### config.mk
export PLATFORM = sky130hd
export DESIGN_NAME = ipv4_header_check_top
export DESIGN_NICKNAME = d
export VERILOG_FILES = /design/src/sv/ihc_pkg.sv /design/src/sv/ihc_accum.sv /design/src/sv/ihc_judge.sv /design/src/sv/ipv4_header_check_top.sv
export SDC_FILE = /design/constraint.sdc
export NUM_CORES = 1
export LEC_CHECK = 0
export BUFFER_PORTS_ARGS = -buffer_cell sky130_fd_sc_hd__buf_2
export CAP_MARGIN = 15
export CORE_ASPECT_RATIO = 0.6
export CORE_MARGIN = 2
export CORE_UTILIZATION = 50
export CTS_CLUSTER_SIZE = 16
export DETAILED_ROUTE_END_ITERATION = 10
export PLACE_DENSITY = 0.69
export SKIP_LAST_GASP = 1
export SLEW_MARGIN = 0
export SYNTH_ARGS = -nofsm -noshare
export SYNTH_HDL_FRONTEND = slang
export SYNTH_SLANG_ARGS = --single-unit
### constraint.sdc
create_clock -name aclk -period 4.8 [get_ports aclk]
set_clock_uncertainty 0.05 [all_clocks]
set_input_delay 0.48 -clock aclk [delete_from_list [all_inputs] [get_ports aclk]]
set_output_delay 0.48 -clock aclk [all_outputs]
set_load 0.01 [all_outputs]
### src/sv/ihc_pkg.sv
// ----------------------------------------------------------------------------
// IPv4 header check package
// Shared widths, constants, verdict codes and the header field record.
// ----------------------------------------------------------------------------
package ihc_pkg;

    localparam int unsigned HEADER_BYTES = 20;
    localparam int unsigned POS_W        = 5;
    localparam int unsigned SUM_W        = 20;
    localparam int unsigned ADDR_W       = 32;

    localparam logic [POS_W-1:0]  POS_IDLE       = POS_W'(HEADER_BYTES);
    localparam logic [POS_W-1:0]  POS_FIRST      = POS_W'(0);
    localparam logic [POS_W-1:0]  POS_TTL        = POS_W'(8);
    localparam logic [POS_W-1:0]  POS_DEST       = POS_W'(16);
    localparam logic [POS_W-1:0]  POS_LAST       = POS_W'(HEADER_BYTES - 1);
    localparam logic [ADDR_W-1:0] BROADCAST_ADDR = 32'hffff_ffff;
    localparam logic [3:0]        IP_VERSION     = 4'd4;
    localparam logic [3:0]        MIN_IHL        = 4'd5;
    localparam logic [15:0]       SUM_ALL_ONES   = 16'hffff;

    typedef enum logic [2:0] {
        VERDICT_ACCEPT   = 3'd0,
        VERDICT_VERSION  = 3'd1,
        VERDICT_SHORT    = 3'd2,
        VERDICT_TTL      = 3'd3,
        VERDICT_DEST     = 3'd4,
        VERDICT_CHECKSUM = 3'd5
    } verdict_t;

    typedef struct packed {
        logic [7:0]        first_byte;
        logic [7:0]        ttl;
        logic [ADDR_W-1:0] dest;
        logic [SUM_W-1:0]  sum;
    } hdr_fields_t;

endpackage

### src/sv/ihc_accum.sv
// ----------------------------------------------------------------------------
// IPv4 header check accumulator
// Tracks the byte position, captures header fields and keeps the running
// sum of big-endian 16-bit words. Raises a done flag after the last byte.
// ----------------------------------------------------------------------------
module ihc_accum
    import ihc_pkg::*;
(
    input  logic        aclk,
    input  logic        aresetn,
    input  logic        in_accept,
    input  logic [7:0]  data_byte,
    input  logic        start_of_packet,
    input  logic        done_clear,
    output logic        done,
    output hdr_fields_t fields
);

    logic [POS_W-1:0] pos_reg, pos_next, pos_eff;
    logic             done_reg, done_next;
    hdr_fields_t      fields_reg, fields_next, fields_eff;

    always_comb begin
        pos_eff    = pos_reg;
        fields_eff = fields_reg;
        if (start_of_packet) begin
            pos_eff    = POS_FIRST;
            fields_eff = '0;
        end

        pos_next    = pos_reg;
        fields_next = fields_reg;
        done_next   = done_reg && !done_clear;

        if (in_accept) begin
            pos_next    = pos_eff;
            fields_next = fields_eff;
            if (pos_eff < POS_IDLE) begin
                if (pos_eff[0] == 1'b0) begin
                    fields_next.sum = fields_eff.sum + {4'b0, data_byte, 8'b0};
                end else begin
                    fields_next.sum = fields_eff.sum + {12'b0, data_byte};
                end
                if (pos_eff == POS_FIRST) begin
                    fields_next.first_byte = data_byte;
                end else if (pos_eff == POS_TTL) begin
                    fields_next.ttl = data_byte;
                end else if (pos_eff >= POS_DEST) begin
                    fields_next.dest = {fields_eff.dest[ADDR_W-9:0], data_byte};
                end
                pos_next = pos_eff + POS_W'(1);
                if (pos_eff == POS_LAST) begin
                    done_next = 1'b1;
                end
            end
        end
    end

    always_ff @(posedge aclk) begin
        if (!aresetn) begin
            pos_reg    <= POS_IDLE;
            done_reg   <= 1'b0;
            fields_reg <= '0;
        end else begin
            pos_reg    <= pos_next;
            done_reg   <= done_next;
            fields_reg <= fields_next;
        end
    end

    assign done   = done_reg;
    assign fields = fields_reg;

endmodule

### src/sv/ihc_judge.sv
// ----------------------------------------------------------------------------
// IPv4 header check judge
// Turns the captured header fields into one verdict, checked in priority
// order, with the end-around carry fold of the header sum.
// ----------------------------------------------------------------------------
module ihc_judge
    import ihc_pkg::*;
(
    input  hdr_fields_t       fields,
    input  logic [ADDR_W-1:0] local_address,
    output verdict_t          verdict
);

    logic [16:0] fold1;
    logic [15:0] fold2;

    assign fold1 = {1'b0, fields.sum[15:0]} + {13'b0, fields.sum[SUM_W-1:16]};
    assign fold2 = fold1[15:0] + {15'b0, fold1[16]};

    always_comb begin
        priority if (fields.first_byte[7:4] != IP_VERSION) begin
            verdict = VERDICT_VERSION;
        end else if (fields.first_byte[3:0] < MIN_IHL) begin
            verdict = VERDICT_SHORT;
        end else if (fields.ttl == 8'd0) begin
            verdict = VERDICT_TTL;
        end else if (fields.dest != local_address && fields.dest != BROADCAST_ADDR) begin
            verdict = VERDICT_DEST;
        end else if (fold2 != SUM_ALL_ONES) begin
            verdict = VERDICT_CHECKSUM;
        end else begin
            verdict = VERDICT_ACCEPT;
        end
    end

endmodule

### src/sv/ipv4_header_check_top.sv
// ----------------------------------------------------------------------------
// IPv4 header check top level
// Judges the first 20 header bytes of each packet and gives one verdict.
//
// Channel   Direction  Payload
// s_        in         tdata[7:0] data_byte, tuser[0] start_of_packet
// m_        out        tdata[2:0] verdict, tdata[7:3] zero
// cfg_      in         cfg_wr_data[31:0] local_address
//
// One byte is accepted in every cycle while s_tready is high. The verdict of a
// header is loaded into the output register after its 20th byte sets the done flag.
// The done flag and the output register form a two-deep hold: input stalls
// only while both hold a verdict and the output is not taken.
// Reset is synchronous on aresetn low and leaves the block idle until a
// start byte.
// ----------------------------------------------------------------------------
module ipv4_header_check_top
    import ihc_pkg::*;
(
    input  logic              aclk,
    input  logic              aresetn,
    input  logic              s_tvalid,
    output logic              s_tready,
    input  logic [7:0]        s_tdata,    // [7:0] data_byte
    input  logic              s_tuser,    // [0] start_of_packet
    output logic              m_tvalid,
    input  logic              m_tready,
    output logic [7:0]        m_tdata,    // [2:0] verdict, [7:3] zero
    input  logic              cfg_wr_en,
    input  logic [ADDR_W-1:0] cfg_wr_data
);

    logic              done;
    logic              load;
    logic              in_accept;
    hdr_fields_t       fields;
    verdict_t          verdict;
    logic [ADDR_W-1:0] local_addr_reg;
    logic              m_valid_reg, m_valid_next;
    verdict_t          m_verdict_reg, m_verdict_next;

    assign load      = done && (!m_valid_reg || m_tready);
    assign s_tready  = !done || load;
    assign in_accept = s_tvalid && s_tready;

    ihc_accum u_accum (
        .aclk            (aclk),
        .aresetn         (aresetn),
        .in_accept       (in_accept),
        .data_byte       (s_tdata),
        .start_of_packet (s_tuser),
        .done_clear      (load),
        .done            (done),
        .fields          (fields)
    );

    ihc_judge u_judge (
        .fields        (fields),
        .local_address (local_addr_reg),
        .verdict       (verdict)
    );

    always_comb begin
        m_valid_next   = m_valid_reg && !m_tready;
        m_verdict_next = m_verdict_reg;
        if (load) begin
            m_valid_next   = 1'b1;
            m_verdict_next = verdict;
        end
    end

    always_ff @(posedge aclk) begin
        if (!aresetn) begin
            local_addr_reg <= '0;
            m_valid_reg    <= 1'b0;
        end else begin
            if (cfg_wr_en) begin
                local_addr_reg <= cfg_wr_data;
            end
            m_valid_reg <= m_valid_next;
        end
    end

    always_ff @(posedge aclk) begin
        m_verdict_reg <= m_verdict_next;
    end

    assign m_tvalid = m_valid_reg;
    assign m_tdata  = {5'b0, m_verdict_reg};

    a_stall_when_full: assert property (@(posedge aclk) disable iff (!aresetn)
        (done && m_valid_reg && !m_tready) |-> !s_tready)
        else $error("input accepted while a verdict was blocked");

    a_valid_source: assert property (@(posedge aclk) disable iff (!aresetn)
        $rose(m_valid_reg) |-> $past(done))
        else $error("verdict appeared without a finished header");

    a_done_clears: assert property (@(posedge aclk) disable iff (!aresetn)
        (load && !in_accept) |=> !done)
        else $error("done flag kept after its verdict was loaded");

    a_verdict_range: assert property (@(posedge aclk) disable iff (!aresetn)
        m_valid_reg |-> (m_verdict_reg <= VERDICT_CHECKSUM))
        else $error("verdict code out of range");

endmodule
After elaboration in Yosys (flattened, before gate mapping):

Index checks and enable logic that the tools add are counted.

* register bits: 110
* latch bits: 0
* memory bits (writable): 0
* bits in read-only memories: 0
* bits of input ports: 46
* output and inout port bits: 10
* logic and storage cells: 56
* memories kept: 0

* add/subtract/negate cells: 5
* $mul: 0
* div/mod/pow operators: 0
* magnitude comparators: 3
* equal/unequal tests: 6
* shifts and indexed selects: 0
* mux-type cells: 18
* bitwise operators: 0
* reductions and logical operators: 14

Operator list (number)
* $mux 68: 2
* $mux 32: 2
* $mux 40: 1
* $ne 32x32->1: 1
* $ne 32x32->1 const B: 1
* $add 20x16->20: 1
* $add 20x8->20: 1
* $mux 20: 1
* $add 16x4->17: 1
* $add 16x1->16: 1
* $mux 8: 2
* $ne 16x16->1 const B: 1
* $mux 5: 2
* $logic_not 8->1: 1
* $mux 3: 2
* $add 5x1->5 const B: 1
* $eq 5x4->1 const B: 1
* $eq 5x5->1 const B: 1
* $ge 5x5->1 const B: 1
* $logic_and 1x1->1: 5
* $logic_not 5->1: 1
* $lt 5x5->1 const B: 1
* $logic_not 1->1: 4
* $lt 4x3->1 const B: 1
* other kinds (5): 10

Logic depth before layout (Yosys ltp):

Gate-level depths: netlist (run 1).

* depth in word-level cells: 8
* gate-level depth with buffers: 16

By module:

From an unflattened synthesis (run 1), not the netlist that was laid out.

* cell total of the unflattened synthesis: 784
* area, all modules: 6820.3 um^2

Modules (own cells, without submodules)
* ihc_accum: times used 1, cells an instance 496, area each 4108.9 um^2
* ipv4_header_check_top: times used 1, cells an instance 118, area each 1426.4 um^2
* ihc_judge: times used 1, cells an instance 170, area each 1285.0 um^2

Least setup slack after synthesis (run 1):

OpenSTA, ideal clock, no wires.

* path kind: register to register
* start: reg u_accum.fields_reg, in the netlist u_accum.fields[17]
* end: reg m_verdict_reg[2] (data pin)
* library setup time: 0.275 ns
* data arrival time: 3.228 ns
* required time: 4.475 ns
* setup slack: 1.247 ns
* stages on the path, launching flop included: 17
* path buffers: 1
* clock period less this slack: 3.553 ns
* cells stage by stage: dfxtp_1 > clkbuf_1 > inv_1 > fa_1 > nand2b_1 > a21o_1 > nor2_1 > and4_1 > ha_1 > nor2b_1 > and2_1 > a32oi_1 > o22ai_1 > or3_1 > a21oi_1 > a2111oi_2 > a2111oi_2

* word-level cells in the longest chain between the ends: 5

RTL lines
* start, declared: line ihc_accum.sv:21 `hdr_fields_t fields_reg, fields_next, fields_eff;`
* start signal, assigned: line ihc_accum.sv:67 `fields_reg <= fields_next;`
* $add 16x4->17: line ihc_judge.sv:17 `assign fold1 = {1'b0, fields.sum[15:0]} + {13'b0, fields.sum[SUM_W-1:16]};`
* $add 16x1->16: line ihc_judge.sv:18 `assign fold2 = fold1[15:0] + {15'b0, fold1[16]};`
* $ne 16x16->1: line ihc_judge.sv:29 `end else if (fold2 != SUM_ALL_ONES) begin`
* $mux 3: line ihc_judge.sv:29
* $mux 3: line ihc_judge.sv:27 `end else if (fields.dest != local_address && fields.dest != BROADCAST_ADDR) begin`
* end signal, assigned: line ipv4_header_check_top.sv:85 `m_verdict_reg <= m_verdict_next;`
* end, declared: line ipv4_header_check_top.sv:40 `verdict_t m_verdict_reg, m_verdict_next;`

Every way passes these cells.
A chain may end at the register's enable or synchronous reset.

Worst setup path in the final report (run 1):

* start: reg u_accum.fields_reg, in the netlist u_accum.fields[16]
* end: reg m_verdict_reg[2] (data pin)

The elaborated chain is that of the path after synthesis.

==> impl_results.md, run 1 <==
* Outcome: completed
* Synthesis-stage register bit count at 110
* Vias in the first global route at 5554
* Final hold vios at 0
* Cts hold-fix bufs at 0
* Vias/cell at 6.00
* Synth top area share at 33.1%
* Worst Tran Pin Value at 0.957 ns
* Post-route clock period utilization at 85.7%
* Clock buffer depth at 2
* CP cell instances: ha_1 > inv_1 > fa_1 > nand2b_1 > a21o_1 > nor2_1 > and4_1 > ha_1 > nor2b_1 > and2_1 > a32oi_1 > o22ai_1 > or3_1 > a21oi_1 > a2111oi_2 > a2111oi_2
* Placed Area at 0.00679 mm²
* Core area at 0.0127 mm²
* Slew Limit Headroom at 35.9%
* CP max stage delay at 0.49 ns
* Share of layout cells above drive strength 1 at 11.1%
* # fillers at 1251
* Fin crit period at 4.11 ns
* CTS resizes at 0
* Drc violations at 0
* H-Tree Level Count at 3
* Post-Syn Area at 0.00647 mm²
* Initial drt markers at 592
* Die height at 92.1 µm
* Maxcap violations at 0
* Total CTS buffers at 9
* Die area at 0.0139 mm²
* Max Clk Rate at 0.243 GHz
* CP endpoint kind: flop
* Gr ovfl total at 0
* RSZ-0062 raised after global routing: false
* Setup bufs post-CTS at 0
* Post-layout power at 2.00 mW
* Length of the first detailed-routing pass in iterations at 5
* P_leak at 2.88 nW
* First-pass GRT wire length at 30200 µm
* CP top delay family: simple AND/OR/NAND/NOR gates
* Dpl cells at 990
* CTS sink cnt at 110
* Die width at 151 µm
* Synth Flop Type: dfxtp_1
* CP Max Fanout at 7
* Final instance area at 0.00712 mm²
* Antenna Cells at 0
* Post-Syn Instances at 808
* Mapped Avg Cell Area at 8.01 µm²
* CTS tree: built
* Hpwl dp at 14000 µm
* Post-route ant nets at 0
* Reg clk slew, reported paths at 0.08 ns
* Setup WS post-layout at 0.687 ns
* Final nets at 906
* Total I/O pin count at 56
* CP Buf/Inv Count at 1
* Cell taking the most area after synthesis: dfxtp_1
* EDFF count, synth at 3
* Largest cells by area after synthesis: dfxtp_1 33%, a21oi_1 6.1%, xor2_1 6.1%
* WHS at 0.296 ns
* Startpoint types: flop
* Critical path's slowest cell: a2111oi_2
* Post-synth ARST share at 0%
* Critical Path AT at 4.14 ns
* Sequential area share after synthesis at 34.5%
* Power Density at 281 mW/mm²
* Largest net degree at the start of global routing at 56
* DR vias at 6047
* Antenna violations before repair at 0
* Avg WL per Cell at 18.8 µm
* Final core utilization at 55.9%
* Synth unique cells at 67
* Clk Latency, worst-skew pair at 0.36 ns
* GP Congestion at 0.880
* Number of slew-limit violations in the final report at 0
* Post-Place Setup Slack at 0.728 ns
* CTS root buffer: clkbuf_16
* Effective utilization at floorplan at 50.8%
* Finished Layout Cells at 1008
* Hold WC Path Type: primary input to flop
* Aggregate routed wire length at 18900 µm
* Port buffer count at 50
* Cell Rows at 32
* Tot GR Track Use at 28.3%
* Synth Warn # at 0
* Crit path kind: flop to flop
* Syn-to-layout area delta at 10.1%
* Final setup violation count at 0
* Worst path required time at 4.82 ns
* Post-route setup TNS at 0 ns
* VDD IR max at 0.169 mV
* Max reg flops at 68
-- final timing paths --
kind	cells after the start	slack, ns	end	start
worst min register to register	2	0.42	u_accum.fields[62]	u_accum.fields[62]
worst max-delay path	16	0.69	m_verdict_reg[2]	u_accum.fields[16]
worst min-delay path	3	0.30	local_addr_reg[5]	cfg_wr_data[5]
worst max register to register	16	0.69	m_verdict_reg[2]	u_accum.fields[16]
-- final cells by class --
| class | instances | area, µm² | share of cell area (%) |
|---|---|---|---|
| inverter | 22 | 82.6 | 1.16 |
| sequential | 110 | 2230 | 31.3 |
| clock inverter | 7 | 80.1 | 1.12 |
| tap | 170 | 213 | 2.99 |
| multi-input combinational | 632 | 3970 | 55.7 |
| timing repair buffer | 58 | 325 | 4.57 |
| clock buffer | 9 | 225 | 3.16 |
-- logic make-up after synthesis --
logic type / share of synthesized area (%)
simple gates: 25.7
compound gates: 17.0
flops: 34.5
buf+inv: 4.47
xor+xnor: 7.44
mux: 5.28
fa+ha+maj: 5.57
other cells: 0.0579
-- routing by layer --
layer / global-route usage [%] / vias to the layer above / part of all wire (%) / wire length [µm]
li1: - / 2913 / - / -
met1: 46.2 / 2834 / 50 / 9540
met2: 37.2 / 275 / 38 / 7270
met3: 5.57 / 25 / 10 / 1890
met4: 5.92 / 0 / 1.2 / 222
met5: 0 / - / 0 / 0
-- worst reg2reg max path, cell delays in order, from the launching register on --
cell and delay (ns):
dfxtp_1 0.48, ha_1 0.25, inv_1 0.07, fa_1 0.40
nand2b_1 0.23, a21o_1 0.23, nor2_1 0.24, and4_1 0.24
ha_1 0.16, nor2b_1 0.15, and2_1 0.25, a32oi_1 0.12
o22ai_1 0.14, or3_1 0.12, a21oi_1 0.07, a2111oi_2 0.49
a2111oi_2 0.14
-- cells in the final DEF, fill, tap and decap left out, types with 4 or more instances in the layout --
cell	instances
dfxtp_1	107
nand2_1	85
a21oi_1	79
nand3_1	71
nor2_1	68
buf_2	50
xor2_1	45
mux2i_1	33
o21ai_0	29
ha_1	24
inv_1	21
nor2b_1	18
nand4_1	15
nor4_1	13
nand2b_1	12
xnor2_1	10
nor3_1	10
a211oi_1	10
and3_1	9
a21o_1	9
clkbuf_16	9
a31oi_1	8
buf_4	6
o211ai_1	5
conb_1	5
and2_1	4
o21ai_1	4
or3_1	4
nor3b_1	4
a22oi_1	4
-- power by group --
part / total (mW) / internal, mW / leakage, nW / switching [mW]
Combinational: 0.260 / 0.0953 / 1.83 / 0.165
Clock: 0.761 / 0.371 / 0.145 / 0.390
Sequential: 0.983 / 0.946 / 0.899 / 0.0370
-- synth_stat cells (8+ instances only) --
master    number
nor3_1        10
nand3_1       71
nor2_1        68
nand4_1       15
a21oi_1       79
inv_1         21
nand2b_1      12
nor4_1        13
nand2_1       85
clkbuf_1      36
xnor2_1       10
and3_1         9
o21ai_0       29
nor2b_1       18
xor2_1        45
mux2i_1       33
ha_1          24
dfxtp_1      107
a21o_1         9
a31oi_1        8
a211oi_1      10
Power figures use the tool's default switching activity.
==> run 2: changes to the inputs <==
ABC_AREA = 1   (was unset)
PLACE_DENSITY = 0.68   (was 0.69)
==> run 2 against run 1 <==
  * Sequential cell count did not move
  * Core utilization barely moved
  * First-iteration DRC count rose by 41%
  * Sequential power barely moved
  * Total power rose by 8.3%
  * Synthesized cell count rose by 41%
  * Worst setup slack improved by 0.43 ns
  * Fmax rose by 12%
  * Wire length rose by 13%
  * Critical path depth rose by 8
  * Design area rose by 14%
  * Critical path type unchanged
  * Non-clock buffer count rose by 2
==> impl_results.md, run 2 <==
* Outcome: completed
* Largest net degree at the start of global routing at 57 (+1.8%)
* Sequential area share after synthesis at 30.2% (-4.3 points)
* Antenna Cells at 0 (unchanged)
* Met3 usage at 9.35% (+3.8 points)
* Length of the first detailed-routing pass in iterations at 6 (+1)
* Hpwl dp at 16300 µm (+16%)
* Share of layout cells above drive strength 1 at 11.3% (+0.22 points)
* Worst Hold Path Cells at 3 (unchanged)
* Power Density at 268 mW/mm² (-4.7%)
* Final hold vios at 0 (unchanged)
* Port buffer count at 50 (unchanged)
* Fin crit period at 3.68 ns (-0.429 ns)
* Worst Setup SP: u_accum.fields[0]
* GR peak layer: met1
* P_leak at 3.45 nW (+20%)
* Effective utilization at floorplan at 51.1% (+0.25 points)
* Gr ovfl total at 0 (unchanged)
* Seq. cell area at 0.00223 mm² (unchanged)
* Commonest cells after routing, fill and taps aside: 228 x nand2_1, 147 x nor2_1, 134 x inv_1
* Most frequent CP cell: nand2_1
* CTS sink cnt at 110 (unchanged)
* Tot GR Track Use at 27.5% (-0.79 points)
* Total I/O pin count at 56 (unchanged)
* Post-Syn Instances at 1142 (+41%)
* Antenna violations before repair at 0 (unchanged)
* Slew Limit Headroom at 35.1% (-0.87 points)
* Most common cell after layout, fill and taps aside: nand2_1
* Aggregate routed wire length at 21400 µm (+13%)
* EDFF count, synth at 3 (unchanged)
* Syn-to-layout area delta at 9.64%
* GP Congestion at 0.945 (+7.4%)
* Final nets at 1243 (+37%)
* R2R Setup Slk at 1.12 ns (+0.43 ns)
* Crit path kind: flop to flop
* Synthesis-stage register bit count at 110 (unchanged)
* Post-route ant nets at 0 (unchanged)
* Mapped Avg Cell Area at 6.47 µm² (-19%)
* Total CTS buffers at 9 (unchanged)
* Worst R2R Start: u_accum.fields[0]
* Die area at 0.0158 mm² (+14%)
* CP cell instances: ha_1 > inv_1 > fa_1 > inv_1 > nand3_1 > nand2_1 > nand4_1 > nor3_1 > ha_1 > nand2_1 > nor2_2 > nand3_1 > nor2_4 > nand3_2 > nor2_4 > nand2_1 > nand2_1 > nand2_1 > nor2_1 > nand4_1 > nand2_1 > nand2_1 > nand2_1 > nand2_1
* Post-synth ARST share at 0% (unchanged)
* Post-Syn Area at 0.00739 mm² (+14%)
* Die height at 98.2 µm (+6.5%)
* Cts hold-fix bufs at 0 (unchanged)
* Critical Path AT at 3.72 ns (-0.42 ns)
* Initial drt markers at 835 (+41%)
* CTS root buffer: clkbuf_16
* Max Clk Rate at 0.271 GHz (+12%)
* Worst r2r path cells at 24 (+8)
* Post-route clock period utilization at 76.8% (-8.9 points)
* Clk Latency, worst-skew pair at 0.35 ns (about the same)
* CP Max Fanout at 6 (-1)
* Multi-input logic area at 0.00442 mm² (+11%)
* Synth Warn # at 0 (unchanged)
* DR vias at 7520 (+24%)
* Finished Layout Cells at 1373 (+36%)
* First-pass GRT wire length at 34600 µm (+14%)
* Hold WC Path Type: primary input to flop
* VDD IR max at 0.163 mV (-3.7%)
* # fillers at 1502 (+20%)
* Worst Tran Pin Value at 0.974 ns (+0.0166 ns)
* CP endpoint kind: flop
* Number of slew-limit violations in the final report at 0 (unchanged)
* Final setup violation count at 0 (unchanged)
* Startpoint types: flop
* CTS resizes at 0 (unchanged)
* Synth top area share at 29.0% (-4.1 points)
* Avg WL per Cell at 15.6 µm (-17%)
* Post-route setup TNS at 0 ns (unchanged)
* Final core utilization at 56.0% (about the same)
* RSZ-0062 raised after global routing: false
* Drc violations at 0 (unchanged)
* Critical path's slowest cell: fa_1
* Cell Rows at 34 (+6.3%)
* HP Start: cfg_wr_data[2]
* Synth unique cells at 48 (-28%)
* Core area at 0.0145 mm² (+14%)
* Placed Area at 0.00776 mm² (+14%)
* Most common cell in the netlist: nand2_1
* Reg clk slew, reported paths at 0.08 ns (about the same)
* Synth top cells by count: 228 x nand2_1, 147 x nor2_1, 134 x inv_1, 107 x dfxtp_1, 104 x a21oi_1
* Worst path required time at 4.84 ns (+0.02 ns)
* Worst reg2reg endpoint: m_verdict_reg[0]
* H-Tree Level Count at 3 (unchanged)
* Largest cells by area after synthesis: dfxtp_1 29%, nand2_1 12%, nor2_1 7.5%
* Maxcap violations at 0 (unchanged)
* Die width at 161 µm (+6.7%)
* Synth Flop Type: dfxtp_1
* Vias in the first global route at 6575 (+18%)
* CP max stage delay at 0.39 ns (-0.10 ns)
* Setup bufs post-CTS at 0 (unchanged)
* M1 GR Usage at 44.4% (-1.8 points)
* CTS tree: built
* Dpl cells at 1356 (+37%)
* Cell taking the most area after synthesis: dfxtp_1
* Clock buffer depth at 2 (unchanged)
* Vias/cell at 5.48 (-8.7%)
* Hold path endpoint: local_addr_reg[2]
* Final instance area at 0.00810 mm² (+14%)
* Met2 GRT Util at 34.7% (-2.5 points)
* Max reg flops at 68 (unchanged)
-- run 2: cell count changes in the layout (fill, tap and decap cells not counted), moves of 9 or more --
cell / previous run / this run
nand2_1: 85 / 228
inv_1: 21 / 134
nor2_1: 68 / 147
o21ai_0: 29 / 79
mux2i_1: 33 / 0
xor2_1: 45 / 14
a21oi_1: 79 / 104
nor2b_1: 18 / 1
nand2_2: 0 / 16
nand2b_1: 12 / 0
nand4_1: 15 / 25
xnor2_1: 10 / 20
a211oi_1: 10 / 1
and3_1: 9 / 0
-- run 2: metal layers --
metal / vias to the layer above / wire [µm] / share of wire [%]
met5: - / 0 / 0
met4: 0 / 154 / 0.72
met3: 19 / 2830 / 13
met2: 364 / 7540 / 35
met1: 3331 / 10800 / 51
li1: 3806 / - / -
-- run 2: through the flow --
| stage | total power, mW | worst slack [ns] | hold slack, ns |
|---|---|---|---|
| after CTS | 2.17 | 1.17 | 0.289 |
| after detailed placement | 1.41 | 1.17 | 0.409 |
| final | 2.17 | 1.12 | 0.294 |
| after floorplan | 1.29 | 1.53 | 0.390 |
| after global placement | 1.41 | 1.30 | 0.405 |
| after global routing | 2.27 | 0.731 | 0.291 |
-- run 2: logic make-up after synthesis --
logic type                 count (synthesis)  synth area share (%)
xor gates and xnor gates                  35                  4.25
and+or+nand+nor                          548                  33.5
DFF                                      110                  30.2
adders and majority gates                 27                  4.88
buffers and inverters                    193                  10.2
AOI/OAI and AO/OA                        228                  16.9
other                                      1                0.0508
-- run 2: area by class of cell --
| class | count | area share [%] |
|---|---|---|
| multi-input combinational | 843 | 54.5 |
| clock buffer | 10 | 2.95 |
| clock inverter | 6 | 0.865 |
| sequential | 110 | 27.6 |
| inverter | 146 | 6.77 |
| tap | 198 | 3.06 |
| timing repair buffer | 60 | 4.26 |
-- run 2: where the power goes --
group	leakage (nW)	total [mW]	internal [mW]	switching [mW]
Sequential	0.906	1.01	0.963	0.0488
Combinational	2.39	0.393	0.134	0.259
Clock	0.152	0.766	0.386	0.381
Total	3.45	2.17	1.48	0.688
-- run 2: how the worst max path moves through the flow --
stage	endpoint	slack [ns]	depth (start not counted)
6_report	m_verdict_reg[0]	1.12	24
5_1_grt	m_verdict_reg[0]	0.73	24
4_1_cts	m_verdict_reg[0]	1.17	24
3_5_place_dp	m_verdict_reg[0]	1.17	23
3_3_place_gp	m_verdict_reg[0]	1.30	23
2_1_floorplan	u_accum.fields[18]	1.53	23
-- run 2: worst max-delay path, delay by kind of cell, from the launching register on --
| family | cells | cell delay, ns |
|---|---|---|
| buf+inv | 2 | 0.22 |
| flops | 1 | 0.36 |
| fa+ha+maj | 3 | 0.85 |
| simple gates | 19 | 1.93 |
